## config.mk

```make
export PLATFORM = sky130hd
export DESIGN_NAME = remove_k_digits_min_number
export DESIGN_NICKNAME = d
export VERILOG_FILES = /design/src/rtl/core/rkd_pkg.sv /design/src/rtl/core/rkd_dpath.sv /design/src/rtl/core/rkd_ctrl.sv /design/src/rtl/core/remove_k_digits_min_number.sv
export SDC_FILE = /design/constraint.sdc
export NUM_CORES = 1
export LEC_CHECK = 0
export ABC_CLOCK_PERIOD_IN_PS = 5200
export BUFFER_PORTS_ARGS = -buffer_cell sky130_fd_sc_hd__buf_4
export CAP_MARGIN = 20
export CORE_AREA = 3 3 163 165
export DETAILED_ROUTE_END_ITERATION = 10
export DIE_AREA = 0 0 166 168
export PLACE_DENSITY = 0.82
export SYNTH_ARGS = -nofsm -noshare
export SYNTH_HDL_FRONTEND = slang
export SYNTH_SLANG_ARGS = --single-unit
```

## constraint.sdc

```tcl
create_clock -name clk_i -period 5.2 [get_ports clk_i]
set_clock_uncertainty 0.1 [all_clocks]
set_input_delay 1.56 -clock clk_i [delete_from_list [all_inputs] [get_ports clk_i]]
set_output_delay 1.56 -clock clk_i [all_outputs]
set_load 0.01 [all_outputs]
```

## src/rtl/core/rkd_pkg.sv

```systemverilog
`default_nettype none
package rkd_pkg;

  // stack geometry
  localparam int MaxDigits = 64;
  localparam int AddrW     = $clog2(MaxDigits);
  localparam int FillW     = $clog2(MaxDigits + 1);
  localparam int DigitW    = 4;
  localparam int CountW    = 7;
  localparam int TdataW    = 8;

  localparam logic [FillW-1:0] FillMax = FillW'(MaxDigits);

  typedef enum logic [2:0] {
    ST_IDLE,
    ST_CMP,
    ST_TRIM,
    ST_SCAN,
    ST_EMIT,
    ST_ZERO
  } state_e;

  // controller to datapath
  typedef struct packed {
    logic load_item;
    logic pop;
    logic push;
    logic trim;
    logic scan_start;
    logic scan_next;
    logic emit;
    logic emit_zero;
    logic restart;
  } cmd_t;

  // datapath to controller
  typedef struct packed {
    logic pop_ok;
    logic trim_ok;
    logic fill_zero;
    logic cur_zero;
    logic at_end;
    logic out_free;
    logic item_last;
  } sts_t;

endpackage
`default_nettype wire

```

## src/rtl/core/rkd_dpath.sv

```systemverilog
`default_nettype none
module rkd_dpath (
  input  wire logic                       clk_i,
  input  wire logic                       rst_ni,
  input  wire rkd_pkg::cmd_t              cmd_i,
  output rkd_pkg::sts_t                   sts_o,
  input  wire logic [rkd_pkg::DigitW-1:0] in_digit_i,
  input  wire logic                       in_last_i,
  input  wire logic                       cfg_we_i,
  input  wire logic [rkd_pkg::CountW-1:0] cfg_wdata_i,
  input  wire logic                       out_ready_i,
  output logic                            out_valid_o,
  output logic [rkd_pkg::DigitW-1:0]      out_digit_o,
  output logic                            out_last_o,
  output logic                            out_ovf_o
);

  logic [rkd_pkg::DigitW-1:0] mem_q [rkd_pkg::MaxDigits];

  logic [rkd_pkg::DigitW-1:0] digit_q;
  logic                       last_q;
  logic [rkd_pkg::DigitW-1:0] rd_q;
  logic [rkd_pkg::FillW-1:0]  fill_q, fill_d;
  logic [rkd_pkg::CountW-1:0] budget_q, budget_d;
  logic [rkd_pkg::CountW-1:0] count_q;
  logic                       ovf_q, ovf_d;
  logic [rkd_pkg::AddrW-1:0]  ptr_q, ptr_d;
  logic                       out_valid_q;
  logic [rkd_pkg::DigitW-1:0] out_digit_q;
  logic                       out_last_q;
  logic                       out_ovf_q;

  logic [rkd_pkg::AddrW-1:0]  raddr;
  logic [rkd_pkg::FillW-1:0]  fill_dec2;
  logic [rkd_pkg::AddrW-1:0]  ptr_inc;
  logic                       has_room;
  logic                       do_read;
  logic                       at_end;

  assign fill_dec2 = fill_q - rkd_pkg::FillW'(2);
  assign ptr_inc   = ptr_q + rkd_pkg::AddrW'(1);
  assign has_room  = (fill_q < rkd_pkg::FillMax);
  assign at_end    = ({1'b0, ptr_q} + rkd_pkg::FillW'(1)) == fill_q;
  assign do_read   = cmd_i.pop | cmd_i.scan_start | cmd_i.scan_next;

  // single read port: new top after a pop, or the scan position
  always_comb begin
    if (cmd_i.pop) begin
      raddr = fill_dec2[rkd_pkg::AddrW-1:0];
    end else if (cmd_i.scan_start) begin
      raddr = '0;
    end else begin
      raddr = ptr_inc;
    end
  end

  // stack memory with registered read; rd_q doubles as top of stack
  always_ff @(posedge clk_i) begin
    if (cmd_i.push && has_room) begin
      mem_q[fill_q[rkd_pkg::AddrW-1:0]] <= digit_q;
      rd_q <= digit_q;
    end else if (do_read) begin
      rd_q <= mem_q[raddr];
    end
  end

  // latched input word
  always_ff @(posedge clk_i) begin
    if (cmd_i.load_item) begin
      digit_q <= in_digit_i;
      last_q  <= in_last_i;
    end
  end

  // fill, budget, overflow and scan pointer
  always_comb begin
    fill_d   = fill_q;
    budget_d = budget_q;
    ovf_d    = ovf_q;
    ptr_d    = ptr_q;
    if (cmd_i.pop || cmd_i.trim) begin
      fill_d   = fill_q - rkd_pkg::FillW'(1);
      budget_d = budget_q - rkd_pkg::CountW'(1);
    end
    if (cmd_i.push) begin
      if (has_room) begin
        fill_d = fill_q + rkd_pkg::FillW'(1);
      end else begin
        ovf_d = 1'b1;
      end
    end
    if (cmd_i.scan_start) begin
      ptr_d = '0;
    end else if (cmd_i.scan_next) begin
      ptr_d = ptr_inc;
    end
    if (cmd_i.restart) begin
      fill_d   = '0;
      ovf_d    = 1'b0;
      budget_d = count_q;
    end
    if (cfg_we_i) begin
      budget_d = cfg_wdata_i;
    end
  end

  always_ff @(posedge clk_i or negedge rst_ni) begin
    if (!rst_ni) begin
      fill_q   <= '0;
      budget_q <= '0;
      count_q  <= '0;
      ovf_q    <= 1'b0;
      ptr_q    <= '0;
    end else begin
      fill_q   <= fill_d;
      budget_q <= budget_d;
      ovf_q    <= ovf_d;
      ptr_q    <= ptr_d;
      if (cfg_we_i) begin
        count_q <= cfg_wdata_i;
      end
    end
  end

  // output register
  always_ff @(posedge clk_i or negedge rst_ni) begin
    if (!rst_ni) begin
      out_valid_q <= 1'b0;
    end else if (cmd_i.emit || cmd_i.emit_zero) begin
      out_valid_q <= 1'b1;
    end else if (out_ready_i) begin
      out_valid_q <= 1'b0;
    end
  end

  always_ff @(posedge clk_i) begin
    if (cmd_i.emit) begin
      out_digit_q <= rd_q;
      out_last_q  <= at_end;
      out_ovf_q   <= ovf_q;
    end else if (cmd_i.emit_zero) begin
      out_digit_q <= '0;
      out_last_q  <= 1'b1;
      out_ovf_q   <= ovf_q;
    end
  end

  // status
  always_comb begin
    sts_o.pop_ok    = (fill_q != '0) && (budget_q != '0) && (rd_q > digit_q);
    sts_o.trim_ok   = (fill_q != '0) && (budget_q != '0);
    sts_o.fill_zero = (fill_q == '0);
    sts_o.cur_zero  = (rd_q == '0);
    sts_o.at_end    = at_end;
    sts_o.out_free  = !out_valid_q || out_ready_i;
    sts_o.item_last = last_q;
  end

  assign out_valid_o = out_valid_q;
  assign out_digit_o = out_digit_q;
  assign out_last_o  = out_last_q;
  assign out_ovf_o   = out_ovf_q;

endmodule
`default_nettype wire

```

## src/rtl/core/rkd_ctrl.sv

```systemverilog
`default_nettype none
module rkd_ctrl (
  input  wire logic          clk_i,
  input  wire logic          rst_ni,
  input  wire logic          in_valid_i,
  output logic               in_ready_o,
  input  wire rkd_pkg::sts_t sts_i,
  output rkd_pkg::cmd_t      cmd_o
);

  rkd_pkg::state_e state_q, state_d;

  // state register
  always_ff @(posedge clk_i or negedge rst_ni) begin
    if (!rst_ni) begin
      state_q <= rkd_pkg::ST_IDLE;
    end else begin
      state_q <= state_d;
    end
  end

  // next state and commands
  always_comb begin
    state_d    = state_q;
    cmd_o      = '0;
    in_ready_o = 1'b0;
    case (state_q)
      rkd_pkg::ST_IDLE: begin
        in_ready_o = 1'b1;
        if (in_valid_i) begin
          cmd_o.load_item = 1'b1;
          state_d = rkd_pkg::ST_CMP;
        end
      end
      // pop larger digits while budget lasts, then push
      rkd_pkg::ST_CMP: begin
        if (sts_i.pop_ok) begin
          cmd_o.pop = 1'b1;
        end else begin
          cmd_o.push = 1'b1;
          state_d = sts_i.item_last ? rkd_pkg::ST_TRIM : rkd_pkg::ST_IDLE;
        end
      end
      // spend leftover budget from the top
      rkd_pkg::ST_TRIM: begin
        if (sts_i.trim_ok) begin
          cmd_o.trim = 1'b1;
        end else if (sts_i.fill_zero) begin
          state_d = rkd_pkg::ST_ZERO;
        end else begin
          cmd_o.scan_start = 1'b1;
          state_d = rkd_pkg::ST_SCAN;
        end
      end
      // skip leading zeros
      rkd_pkg::ST_SCAN: begin
        if (sts_i.cur_zero && !sts_i.at_end) begin
          cmd_o.scan_next = 1'b1;
        end else if (sts_i.cur_zero) begin
          state_d = rkd_pkg::ST_ZERO;
        end else begin
          state_d = rkd_pkg::ST_EMIT;
        end
      end
      rkd_pkg::ST_EMIT: begin
        if (sts_i.out_free) begin
          cmd_o.emit = 1'b1;
          if (sts_i.at_end) begin
            cmd_o.restart = 1'b1;
            state_d = rkd_pkg::ST_IDLE;
          end else begin
            cmd_o.scan_next = 1'b1;
          end
        end
      end
      rkd_pkg::ST_ZERO: begin
        if (sts_i.out_free) begin
          cmd_o.emit_zero = 1'b1;
          cmd_o.restart   = 1'b1;
          state_d = rkd_pkg::ST_IDLE;
        end
      end
      default: begin
        state_d = rkd_pkg::ST_IDLE;
      end
    endcase
  end

endmodule
`default_nettype wire

```

## src/rtl/core/remove_k_digits_min_number.sv

```systemverilog
`default_nettype none
// Smallest number left after removing removal_count digits. Digits enter one
// word at a time, most significant first, tlast on the final digit. Each
// digit is compared against the stack top, and each digit popped off the
// stack repeats that compare, since it loops through the stack memory's
// single registered read port. After the final digit, leftover budget trims
// one digit per cycle, leading zeros are skipped at one per cycle, and the
// result goes out one digit per cycle unless stalled, with tlast on its last
// digit (a single 0 if nothing remains). tuser flags that a digit was dropped
// because the 64-entry stack was full. A new number may start while the last
// result word still waits in the output register. Write removal_count only
// while the block is idle; the write also reloads the budget at once.
module remove_k_digits_min_number (
  input  wire logic                       clk_i,
  input  wire logic                       rst_ni,
  input  wire logic                       cfg_we_i,
  input  wire logic [rkd_pkg::CountW-1:0] cfg_wdata_i,   // removal_count
  input  wire logic                       s_axis_tvalid,
  output logic                            s_axis_tready,
  input  wire logic [rkd_pkg::TdataW-1:0] s_axis_tdata,  // [3:0] digit_value
  input  wire logic                       s_axis_tlast,  // is_final_digit
  output logic                            m_axis_tvalid,
  input  wire logic                       m_axis_tready,
  output logic [rkd_pkg::TdataW-1:0]      m_axis_tdata,  // [3:0] result_digit
  output logic                            m_axis_tlast,  // is_last_result
  output logic                            m_axis_tuser   // [0] overflow_seen
);

  rkd_pkg::cmd_t              cmd;
  rkd_pkg::sts_t              sts;
  logic [rkd_pkg::DigitW-1:0] out_digit;

  rkd_ctrl u_ctrl (
    .clk_i      (clk_i),
    .rst_ni     (rst_ni),
    .in_valid_i (s_axis_tvalid),
    .in_ready_o (s_axis_tready),
    .sts_i      (sts),
    .cmd_o      (cmd)
  );

  rkd_dpath u_dpath (
    .clk_i       (clk_i),
    .rst_ni      (rst_ni),
    .cmd_i       (cmd),
    .sts_o       (sts),
    .in_digit_i  (s_axis_tdata[rkd_pkg::DigitW-1:0]),
    .in_last_i   (s_axis_tlast),
    .cfg_we_i    (cfg_we_i),
    .cfg_wdata_i (cfg_wdata_i),
    .out_ready_i (m_axis_tready),
    .out_valid_o (m_axis_tvalid),
    .out_digit_o (out_digit),
    .out_last_o  (m_axis_tlast),
    .out_ovf_o   (m_axis_tuser)
  );

  // zero-pad the result digit to a whole byte
  assign m_axis_tdata = {{(rkd_pkg::TdataW - rkd_pkg::DigitW){1'b0}}, out_digit};

endmodule
`default_nettype wire
```

==> results.ini, run 1 <==
[layout]
final_nets = 1114
layout_common_cells = 271 x edfxtp_1, 111 x nand2_1, 104 x nor2_1
postLayoutCoreUtil_pct = 60.1
final_common_cell = edfxtp_1
layout-drive-gt1-share_pct = 11.9
fin_cells = 1432
n_fill_cell = 1871
areaGrowthSynthToFinish_pct = 11.6
antennaDiodeCount = 0

[clocking]
post_cts_buffers = 0
cts_tree = yes
clkTransAtPathRegs_ns = 0.06
cts_root_buf = clkbuf_16
postCtsHoldBufs = 0
htreeDepth = 1
clock_path_buffers = 3
cts.repair.resized = 0
numClockSinks = 303
cts_made_buffers = 30
clk_latency_ns = 0.58

[logic_synthesis]
synthesis.area_um2 = 13600
ys.flop_type = edfxtp_1
async_flop_share_pct = 10.6
yosys.cell_types.count = 69
synth-edff-count = 271
yosysWarnings = 0
syn_area_per_cell_um2 = 12.9
syn_inst = 1052
synth_seq_cells = 303
seq_area_frac_synth_pct = 66.0

[critical_path]
cp-start-kind = flip-flop
arrival_ns = 4.55
worstPathRequired_ns = 5.37
reg2reg_depth = 11
r2r_start = u_dpath.fill_q[1]
critPathKind = reg -> reg
crit_fanout = 27
critPathCaptureType = flip-flop
r2r_slack_ns = 0.82
r2r_end = u_dpath.rd_q[0]

[run_status]
outcome = complete, no violations

[route]
via_per_inst = 6.23
drc = 0
drtAntennaViolNets = 0
drtIter0Drc = 1123
vias = 8916
routed_wl_mm = 30.9
wl_per_cell_um = 21.6
dr.pass1.iters = 6

[power_and_ir_drop]
combPwrFrac_pct = 47.4
power_switching_share_pct = 41.6
p_leak_nw = 5.23
intPower_w = 0.00607
power_frac_seq_pct = 30.4
p_switching_w = 0.00432
ir_drop_mv = 0.393
clock_power_share_pct = 22.1
cellPowerDensity_nw_per_um2 = 687

[job]
drv_cap = 0

[floorplan]
core-area_um2 = 25200
die_x_um = 166
dieHeight_um = 168
fp-row-count = 58
io_pins = 33
die_area_um2 = 27900
initial_utilization_pct = 53.8

[timing]
setup_viol = 0
timing.hold.ws_ns = 0.364
rsz0062_at_grt = no
setup_ws_ns = 0.822
fin_crit_ns = 4.38
min_period_over_period_pct = 84.2
slew_viol_final = 0
hold_viol_final = 0
finalSetupTns_ns = 0
tightestPinTransition_ns = 0.914
relSlewSlack_pct = 39.0
clock.fmax_mhz = 228

[place]
placedCellCount = 1377
portBuffers = 24
place.gp.congestion = 0.929
dp_slack_ns = 0.880
dpl.hpwl_mm = 19.7

[grt]
grt-ovfl-total = 0
grt_max_degree = 66
antenna_found_initial = 0
grt_pass1_vias = 8636
grt_pass1_wl_mm = 47.7
grt_use_total_pct = 21.6

[hold_path]
whs_endpoint = u_dpath.out_ovf_o
hold_start = u_dpath.ovf_q
holdPathStages = 0
hold_class = reg -> reg

==> flip-flops by register name (all words and copies together), names as in the netlist <==
signal	cells
u_ctrl.state_q	3
u_dpath.budget_q	7
u_dpath.count_q	7
u_dpath.digit_q	4
u_dpath.fill_q	7
u_dpath.last_q	1
u_dpath.mem_q	256
u_dpath.out_digit_o	4
u_dpath.out_last_o	1
u_dpath.out_ovf_o	1
u_dpath.out_valid_o	1
u_dpath.ovf_q	1
u_dpath.ptr_q	6
u_dpath.rd_q	4
==> power groups by stage <==
stage / Sequential (W) / Combinational [W] / Clock (W)
final: 0.00316 / 0.00493 / 0.00230
after floorplan: 0.00318 / 0.00333 / 0
after global placement: 0.00320 / 0.00467 / 0
after global routing: 0.00319 / 0.00526 / 0.00241
after detailed placement: 0.00321 / 0.00477 / 0
after CTS: 0.00316 / 0.00482 / 0.00231
==> kinds of logic (layout without fill, tap and decap cells) <==
| logic type | Yosys count | after routing | synth area share [%] |
|---|---|---|---|
| AND/OR/NAND/NOR | 323 | 323 | 11.2 |
| flip-flops | 303 | 303 | 66.0 |
| AO/OA/AOI/OAI | 235 | 235 | 11.6 |
| buffers and inverters | 81 | 128 | 2.98 |
| multiplexers | 68 | 68 | 5.22 |
| XOR/XNOR | 27 | 27 | 1.74 |
| adder cells (fa/ha/maj) | 14 | 14 | 1.29 |
| other | 1 | 4 | 0.0277 |
==> cells in the mapped netlist, types with 14 or more instances <==
| cell | instances | area [um2] |
|---|---|---|
| edfxtp_1 | 271 | 8140 |
| nand2_1 | 111 | 417 |
| nor2_1 | 104 | 390 |
| o21ai_0 | 62 | 310 |
| mux2i_1 | 49 | 490 |
| a21oi_1 | 39 | 195 |
| dfrtp_1 | 32 | 801 |
| nand3_1 | 27 | 135 |
| clkbuf_1 | 24 | 90.1 |
| a211oi_1 | 21 | 158 |
| buf_2 | 20 | 100 |
| inv_1 | 18 | 67.6 |
| xnor2_1 | 15 | 131 |
| ha_1 | 14 | 175 |
==> area by class of cell <==
type	instances	area (um2)	share of cell area [%]
clock inverters	21	297	1.96
flip-flops and latches	303	8940	59.1
multi-input cells	671	4230	27.9
clock buffers	34	766	5.06
well taps	330	413	2.73
inverters	20	75.1	0.496
repair buffers	53	410	2.71
==> per-layer routing <==
| metal | GRT usage, % | part of all wire (%) |
|---|---|---|
| met4 | 7.49 | 3.2 |
| met5 | 0 | 0 |
| met3 | 3.99 | 10 |
| met2 | 34.9 | 47 |
| met1 | 30.0 | 40 |
==> stage by stage <==
| stage | instance area [um2] | total power (W) |
|---|---|---|
| after global placement | 14100 | 0.00787 |
| after detailed placement | 14100 | 0.00797 |
| after floorplan | 13600 | 0.00651 |
| after global routing | 15100 | 0.0109 |
| final | 15100 | 0.0104 |
| after CTS | 15100 | 0.0103 |
==> worst max-delay path, stage by stage (launching register included) <==
cell	delay (ns)
dfrtp_1	0.58
inv_1	0.22
ha_1	0.29
and4_1	0.24
nor3_4	0.35
a21oi_4	0.23
nor2_8	0.53
mux2_2	0.43
a2111oi_0	0.62
a311oi_1	0.11
a22oi_1	0.21
o211ai_1	0.17
==> how the worst max path moves through the flow <==
stage / start / end / cells past startpoint
4_1_cts: u_dpath.fill_q[1] / u_dpath.rd_q[0] / 11
6_report: u_dpath.fill_q[1] / u_dpath.rd_q[0] / 11
3_5_place_dp: u_dpath.fill_q[1] / u_dpath.rd_q[3] / 12
2_1_floorplan: u_dpath.digit_q[1] / u_dpath.rd_q[2] / 15
5_1_grt: u_dpath.fill_q[1] / u_dpath.rd_q[3] / 12
3_3_place_gp: u_dpath.fill_q[1] / u_dpath.rd_q[2] / 12
Power figures use the tool's default switching activity.
==> inputs of run 2 (changes only) <==
Settings changed: ABC_CLOCK_PERIOD_IN_PS 5200 to 4300.
Clock period 5.2 ns to 4.3 ns, I/O delays scaled along.
==> results.ini, run 2 (synthesis gave the netlist of run 1 again) <==
[route]
dr.pass1.iters = 5  ; -1
vias = 8973  ; +0.64%
wl_per_cell_um = 22.1  ; +2.5%
drtAntennaViolNets = 0  ; unchanged
drc = 0  ; unchanged
drtIter0Drc = 1106  ; -1.5%
routed_wl_mm = 31.9  ; +3.5%
via_per_inst = 6.21  ; -0.34%

[timing]
hold_viol_final = 0  ; unchanged
relSlewSlack_pct = 49.1  ; +10 points
timing.hold.ws_ns = 0.391  ; +0.0272 ns
min_period_over_period_pct = 94.8  ; +11 points
clock.fmax_mhz = 245  ; +7.4%
slew_viol_final = 0  ; unchanged
fin_crit_ns = 4.08  ; -0.301 ns
setup_viol = 0  ; unchanged
tightestPinTransition_ns = 0.762  ; -0.152 ns
rsz0062_at_grt = no
finalSetupTns_ns = 0  ; unchanged

[floorplan]
io_pins = 33  ; unchanged
die_area_um2 = 27900  ; unchanged
fp-row-count = 58  ; unchanged
initial_utilization_pct = 53.8  ; unchanged
dieHeight_um = 168  ; unchanged
die_x_um = 166  ; unchanged
core-area_um2 = 25200  ; unchanged

[power_and_ir_drop]
cellPowerDensity_nw_per_um2 = 833  ; +21%
ir_drop_mv = 0.561  ; +43%
p_leak_nw = 5.30  ; +1.2%
fin_total_pwr_w = 0.0127  ; +22%

[hold_path]
hold_start = u_dpath.ovf_q
hold_class = reg -> reg

[clocking]
cts_made_buffers = 30  ; unchanged
numClockSinks = 303  ; unchanged
clkTransAtPathRegs_ns = 0.06  ; about the same
clock_path_buffers = 3  ; unchanged
cts_tree = yes
postCtsHoldBufs = 0  ; unchanged
htreeDepth = 1  ; unchanged
cts_root_buf = clkbuf_16
clk_latency_ns = 0.58  ; about the same

[layout]
layout_common_cells = 271 x edfxtp_1, 111 x nand2_1, 104 x nor2_1
n_fill_cell = 1812  ; -3.2%
final_common_cell = edfxtp_1
antennaDiodeCount = 0  ; unchanged
largest_reg_flops = 256  ; unchanged
areaGrowthSynthToFinish_pct = 12.3
layout-drive-gt1-share_pct = 12.9  ; +1.0 points
final_nets = 1127  ; +1.2%

[place]
portBuffers = 24  ; unchanged
place.gp.congestion = 0.931  ; +0.22%
dpl.hpwl_mm = 20.2  ; +2.5%

[job]
drv_cap = 0  ; unchanged

[grt]
antenna_found_initial = 1  ; +1
grt_use_total_pct = 22.2  ; +0.57 points
grt_pass1_vias = 8753  ; +1.4%
grt_pass1_wl_mm = 48.8  ; +2.2%
grt_max_degree = 66  ; unchanged
grt-ovfl-total = 0  ; unchanged

[critical_path]
critPathCaptureType = flip-flop
crit_fanout = 13  ; -52%
cp-startpoint = u_dpath.fill_q[0]
critPathKind = reg -> reg
r2r_start = u_dpath.fill_q[0]
cp-start-kind = flip-flop
arrival_ns = 4.37  ; -0.18 ns
worstPathRequired_ns = 4.59  ; -0.78 ns

[run_status]
outcome = complete, no violations

## run 2: changes by cell type in the layout (fill, tap and decap cells not counted), moves of 2 or more
| cell | before | now |
|---|---|---|
| clkbuf_16 | 30 | 32 |
| buf_4 | 52 | 64 |
| clkbuf_1 | 4 | 10 |
| clkinv_1 | 10 | 5 |
| bufinv_16 | 7 | 4 |
## run 2: routing by layer
layer,global-route usage (%),vias to the layer above,wire (um)
met5,0,-,16
met4,8.82,2,1080
met3,4.98,78,3250
met2,36.2,478,15200
met1,29.3,4353,12400
li1,-,4062,-
## run 2: path summary, 6_finish.rpt
check	to	cells after the start	slack, ns
hold reg to reg	u_dpath.out_ovf_o	0	0.39
hold / removal	u_dpath.out_ovf_o	0	0.39
setup / recovery	u_dpath.rd_q[0]	12	0.22
max in group asynchronous	u_dpath.ptr_q[2]	1	3.23
setup reg to reg	u_dpath.rd_q[0]	12	0.22
min in group asynchronous	u_dpath.count_q[3]	1	0.57
## run 2: critical path: stages, from the launching register on
cell and delay [ns]:
dfrtp_1 0.47, clkinv_1 0.27, ha_1 0.33, and4_1 0.24, nor4_1 0.38, nand2_1 0.19, buf_4 0.22, nand2_1 0.43
nand2_1 0.12, a32oi_1 0.25, a31oi_1 0.17, or4_1 0.59, o211ai_1 0.12
## run 2: metrics by stage
step / instance area, um2 / cells / setup slack, ns / utilization (%)
2_1_floorplan: 13600 / 1055 / 0.295 / -
3_3_place_gp: 14100 / 1382 / 0.220 / 56.0
3_5_place_dp: 14100 / 1382 / 0.144 / 56.0
4_1_cts: 15100 / 1438 / 0.141 / 60.1
5_1_grt: 15200 / 1446 / 0.0490 / 60.4
6_report: 15200 / 1446 / 0.223 / 60.4
## run 2: what timing repair did
action,in CTS,in global routing
endpoints found under the hold margin,0,0
setup endpoints to repair,0,4
setup buffers,0,6
gates resized for setup,0,2
## run 2: where the power goes
part / internal (W) / switching [W] / total [W] / leakage [nW]
logic: 0.00220 / 0.00396 / 0.00616 / 1.97
clock network: 0.00162 / 0.00108 / 0.00270 / 0.503
registers: 0.00359 / 0.000217 / 0.00381 / 2.82
## run 2: final cells by class
class / instances / area (um2) / area share (%)
sequential: 303 / 8940 / 58.7
inverter: 20 / 75.1 / 0.493
tap: 330 / 413 / 2.71
clock inverter: 13 / 185 / 1.22
multi-input combinational: 671 / 4240 / 27.8
timing repair buffer: 66 / 520 / 3.42
clock buffer: 43 / 852 / 5.60
==> inputs of run 3 (changes only) <==
--- a/config.mk
+++ b/config.mk
@@ -6,5 +6,5 @@
 export NUM_CORES = 1
 export LEC_CHECK = 0
-export ABC_CLOCK_PERIOD_IN_PS = 4300
+export ABC_CLOCK_PERIOD_IN_PS = 4600
 export BUFFER_PORTS_ARGS = -buffer_cell sky130_fd_sc_hd__buf_4
 export CAP_MARGIN = 20
==> constraint.sdc (replaced) <==
create_clock -name clk_i -period 4.6 [get_ports clk_i]
set_clock_uncertainty 0.1 [all_clocks]
set_input_delay 1.38 -clock clk_i [delete_from_list [all_inputs] [get_ports clk_i]]
set_output_delay 1.38 -clock clk_i [all_outputs]
set_load 0.005 [all_outputs]
==> results.ini, run 3 (synthesis gave the netlist of run 1 again) <==
[floorplan]
dieHeight_um = 168  ; unchanged
die_x_um = 166  ; unchanged
die_area_um2 = 27900  ; unchanged
initial_utilization_pct = 53.8  ; unchanged
core-area_um2 = 25200  ; unchanged
fp-row-count = 58  ; unchanged
io_pins = 33  ; unchanged

[timing]
setup_viol = 0  ; unchanged
rsz0062_at_grt = no
slew_viol_final = 0  ; unchanged
fin_crit_ns = 4.28  ; +0.207 ns
tightestPinTransition_ns = 1.04  ; +0.275 ns
clock.fmax_mhz = 233  ; -4.8%
finalSetupTns_ns = 0  ; unchanged
hold_viol_final = 0  ; unchanged
relSlewSlack_pct = 30.9  ; -18 points
min_period_over_period_pct = 93.1  ; -1.7 points
setup_ws_ns = 0.316  ; +0.0932 ns

[critical_path]
r2r_start = u_dpath.fill_q[0]
r2r_end = u_dpath.rd_q[3]
cp-start-kind = flip-flop
cp-startpoint = u_dpath.fill_q[0]
crit_fanout = 21  ; +8
critPathKind = reg -> reg
r2r_slack_ns = 0.32  ; +0.09 ns
critPathCaptureType = flip-flop
critical_path.endpoint = u_dpath.rd_q[3]
reg2reg_depth = 11  ; -1
worstPathRequired_ns = 4.79  ; +0.20 ns
arrival_ns = 4.47  ; +0.10 ns

[power_and_ir_drop]
clock_power_share_pct = 19.0  ; -2.3 points
intPower_w = 0.00640  ; -14%
power_frac_seq_pct = 31.8  ; +1.8 points
ir_drop_mv = 0.386  ; -31%
combPwrFrac_pct = 49.1  ; +0.5 points
p_leak_nw = 5.13  ; -3.1%
cellPowerDensity_nw_per_um2 = 750  ; -9.9%
power_switching_share_pct = 42.7  ; +1.2 points
p_switching_w = 0.00477  ; -9.3%

[grt]
grt_max_degree = 66  ; unchanged
grt_pass1_vias = 8696  ; -0.65%
grt_use_total_pct = 21.8  ; -0.43 points
antenna_found_initial = 0  ; -1
grt-ovfl-total = 0  ; unchanged
grt_pass1_wl_mm = 48.1  ; -1.3%

[layout]
n_fill_cell = 1868  ; +3.1%
largest_reg_flops = 256  ; unchanged
layout_common_cells = 271 x edfxtp_1, 111 x nand2_1, 104 x nor2_1
final_nets = 1112  ; -1.3%
antennaDiodeCount = 0  ; unchanged
areaGrowthSynthToFinish_pct = 9.90
layout-drive-gt1-share_pct = 11.6  ; -1.3 points
final_common_cell = edfxtp_1
fin_cells = 1428  ; -1.2%

[place]
dpl.hpwl_mm = 19.6  ; -2.5%
dp_slack_ns = 0.290  ; +0.146 ns
placedCellCount = 1376  ; -0.43%
place.gp.congestion = 0.922  ; -1.0%
portBuffers = 24  ; unchanged

[clocking]
clkTransAtPathRegs_ns = 0.06  ; about the same
numClockSinks = 303  ; unchanged
cts_root_buf = clkbuf_16
htreeDepth = 1  ; unchanged
clock_path_buffers = 3  ; unchanged
post_cts_buffers = 0  ; unchanged
cts_tree = yes
clk_latency_ns = 0.56  ; -0.02 ns
cts_made_buffers = 29  ; -3.3%

[route]
drc = 0  ; unchanged
drtAntennaViolNets = 0  ; unchanged
drtIter0Drc = 1310  ; +18%
dr.pass1.iters = 6  ; +1
routed_wl_mm = 30.9  ; -3.2%
wl_per_cell_um = 21.6  ; -2.0%
vias = 8991  ; +0.20%
via_per_inst = 6.30  ; +1.5%

[job]
drv_cap = 0  ; unchanged

[hold_path]
holdPathStages = 0  ; unchanged
hold_class = reg -> reg

[run_status]
outcome = complete, no violations

run 3: what timing repair did:
| action | 4_1_cts | 5_1_grt |
|---|---|---|
| resized for setup | 0 | 1 |
| setup endpoints to repair | 0 | 2 |
| hold buffers | 0 | 0 |
run 3: worst min-delay path by stage:
stage | start | to
finish | u_dpath.ovf_q | u_dpath.out_ovf_o
global route | u_dpath.ovf_q | u_dpath.out_ovf_o
CTS | u_dpath.ovf_q | u_dpath.out_ovf_o
detailed placement | u_dpath.ovf_q | u_dpath.out_ovf_o
global placement | u_dpath.ovf_q | u_dpath.out_ovf_o
floorplan | u_dpath.ovf_q | u_dpath.out_ovf_o
run 3: power groups by stage:
stage               Combinational [W]  Clock [W]  Sequential [W]
floorplan                     0.00376          0         0.00359
global placement              0.00516          0         0.00360
detailed placement            0.00530          0         0.00360
CTS                           0.00534    0.00215         0.00355
global route                  0.00591    0.00227         0.00358
finish                        0.00549    0.00213         0.00356
run 3: cell type report:
cell class / instances / area (um2) / area share [%]
Tap cell: 330 / 413 / 2.77
Clock buffer: 33 / 741 / 4.97
Timing Repair Buffer: 52 / 390 / 2.62
Inverter: 20 / 75.1 / 0.504
Clock inverter: 19 / 100 / 0.672
Multi-Input combinational cell: 671 / 4240 / 28.4
Sequential cell: 303 / 8940 / 60.0
run 3: layer usage:
metal	track usage, %	wire length (um)	up-vias
met5	0	0	-
met4	8.54	1180	0
met3	3.97	3250	98
met2	35.2	14500	529
met1	29.7	12000	4306
li1	-	-	4058
run 3: critical path, cell delays in order (launching register included):
cell	delay (ns)
dfrtp_1	0.48
clkinv_1	0.27
ha_1	0.32
and4_1	0.23
nor4_2	0.25
and2_1	0.65
nor2_8	0.20
mux2_2	0.34
a221oi_1	0.61
o21ai_0	0.21
a22oi_1	0.22
o211ai_1	0.13
run 3: stage by stage:
step           hold WS (ns)  power, W  instance area (um2)  util [%]
3_3_place_gp          0.351   0.00876                14000      55.8
5_1_grt               0.395    0.0118                14900      59.1
3_5_place_dp          0.371   0.00890                14000      55.8
4_1_cts               0.385    0.0110                14900      59.1
6_report              0.385    0.0112                14900      59.1
2_1_floorplan         0.325   0.00735                13600         -
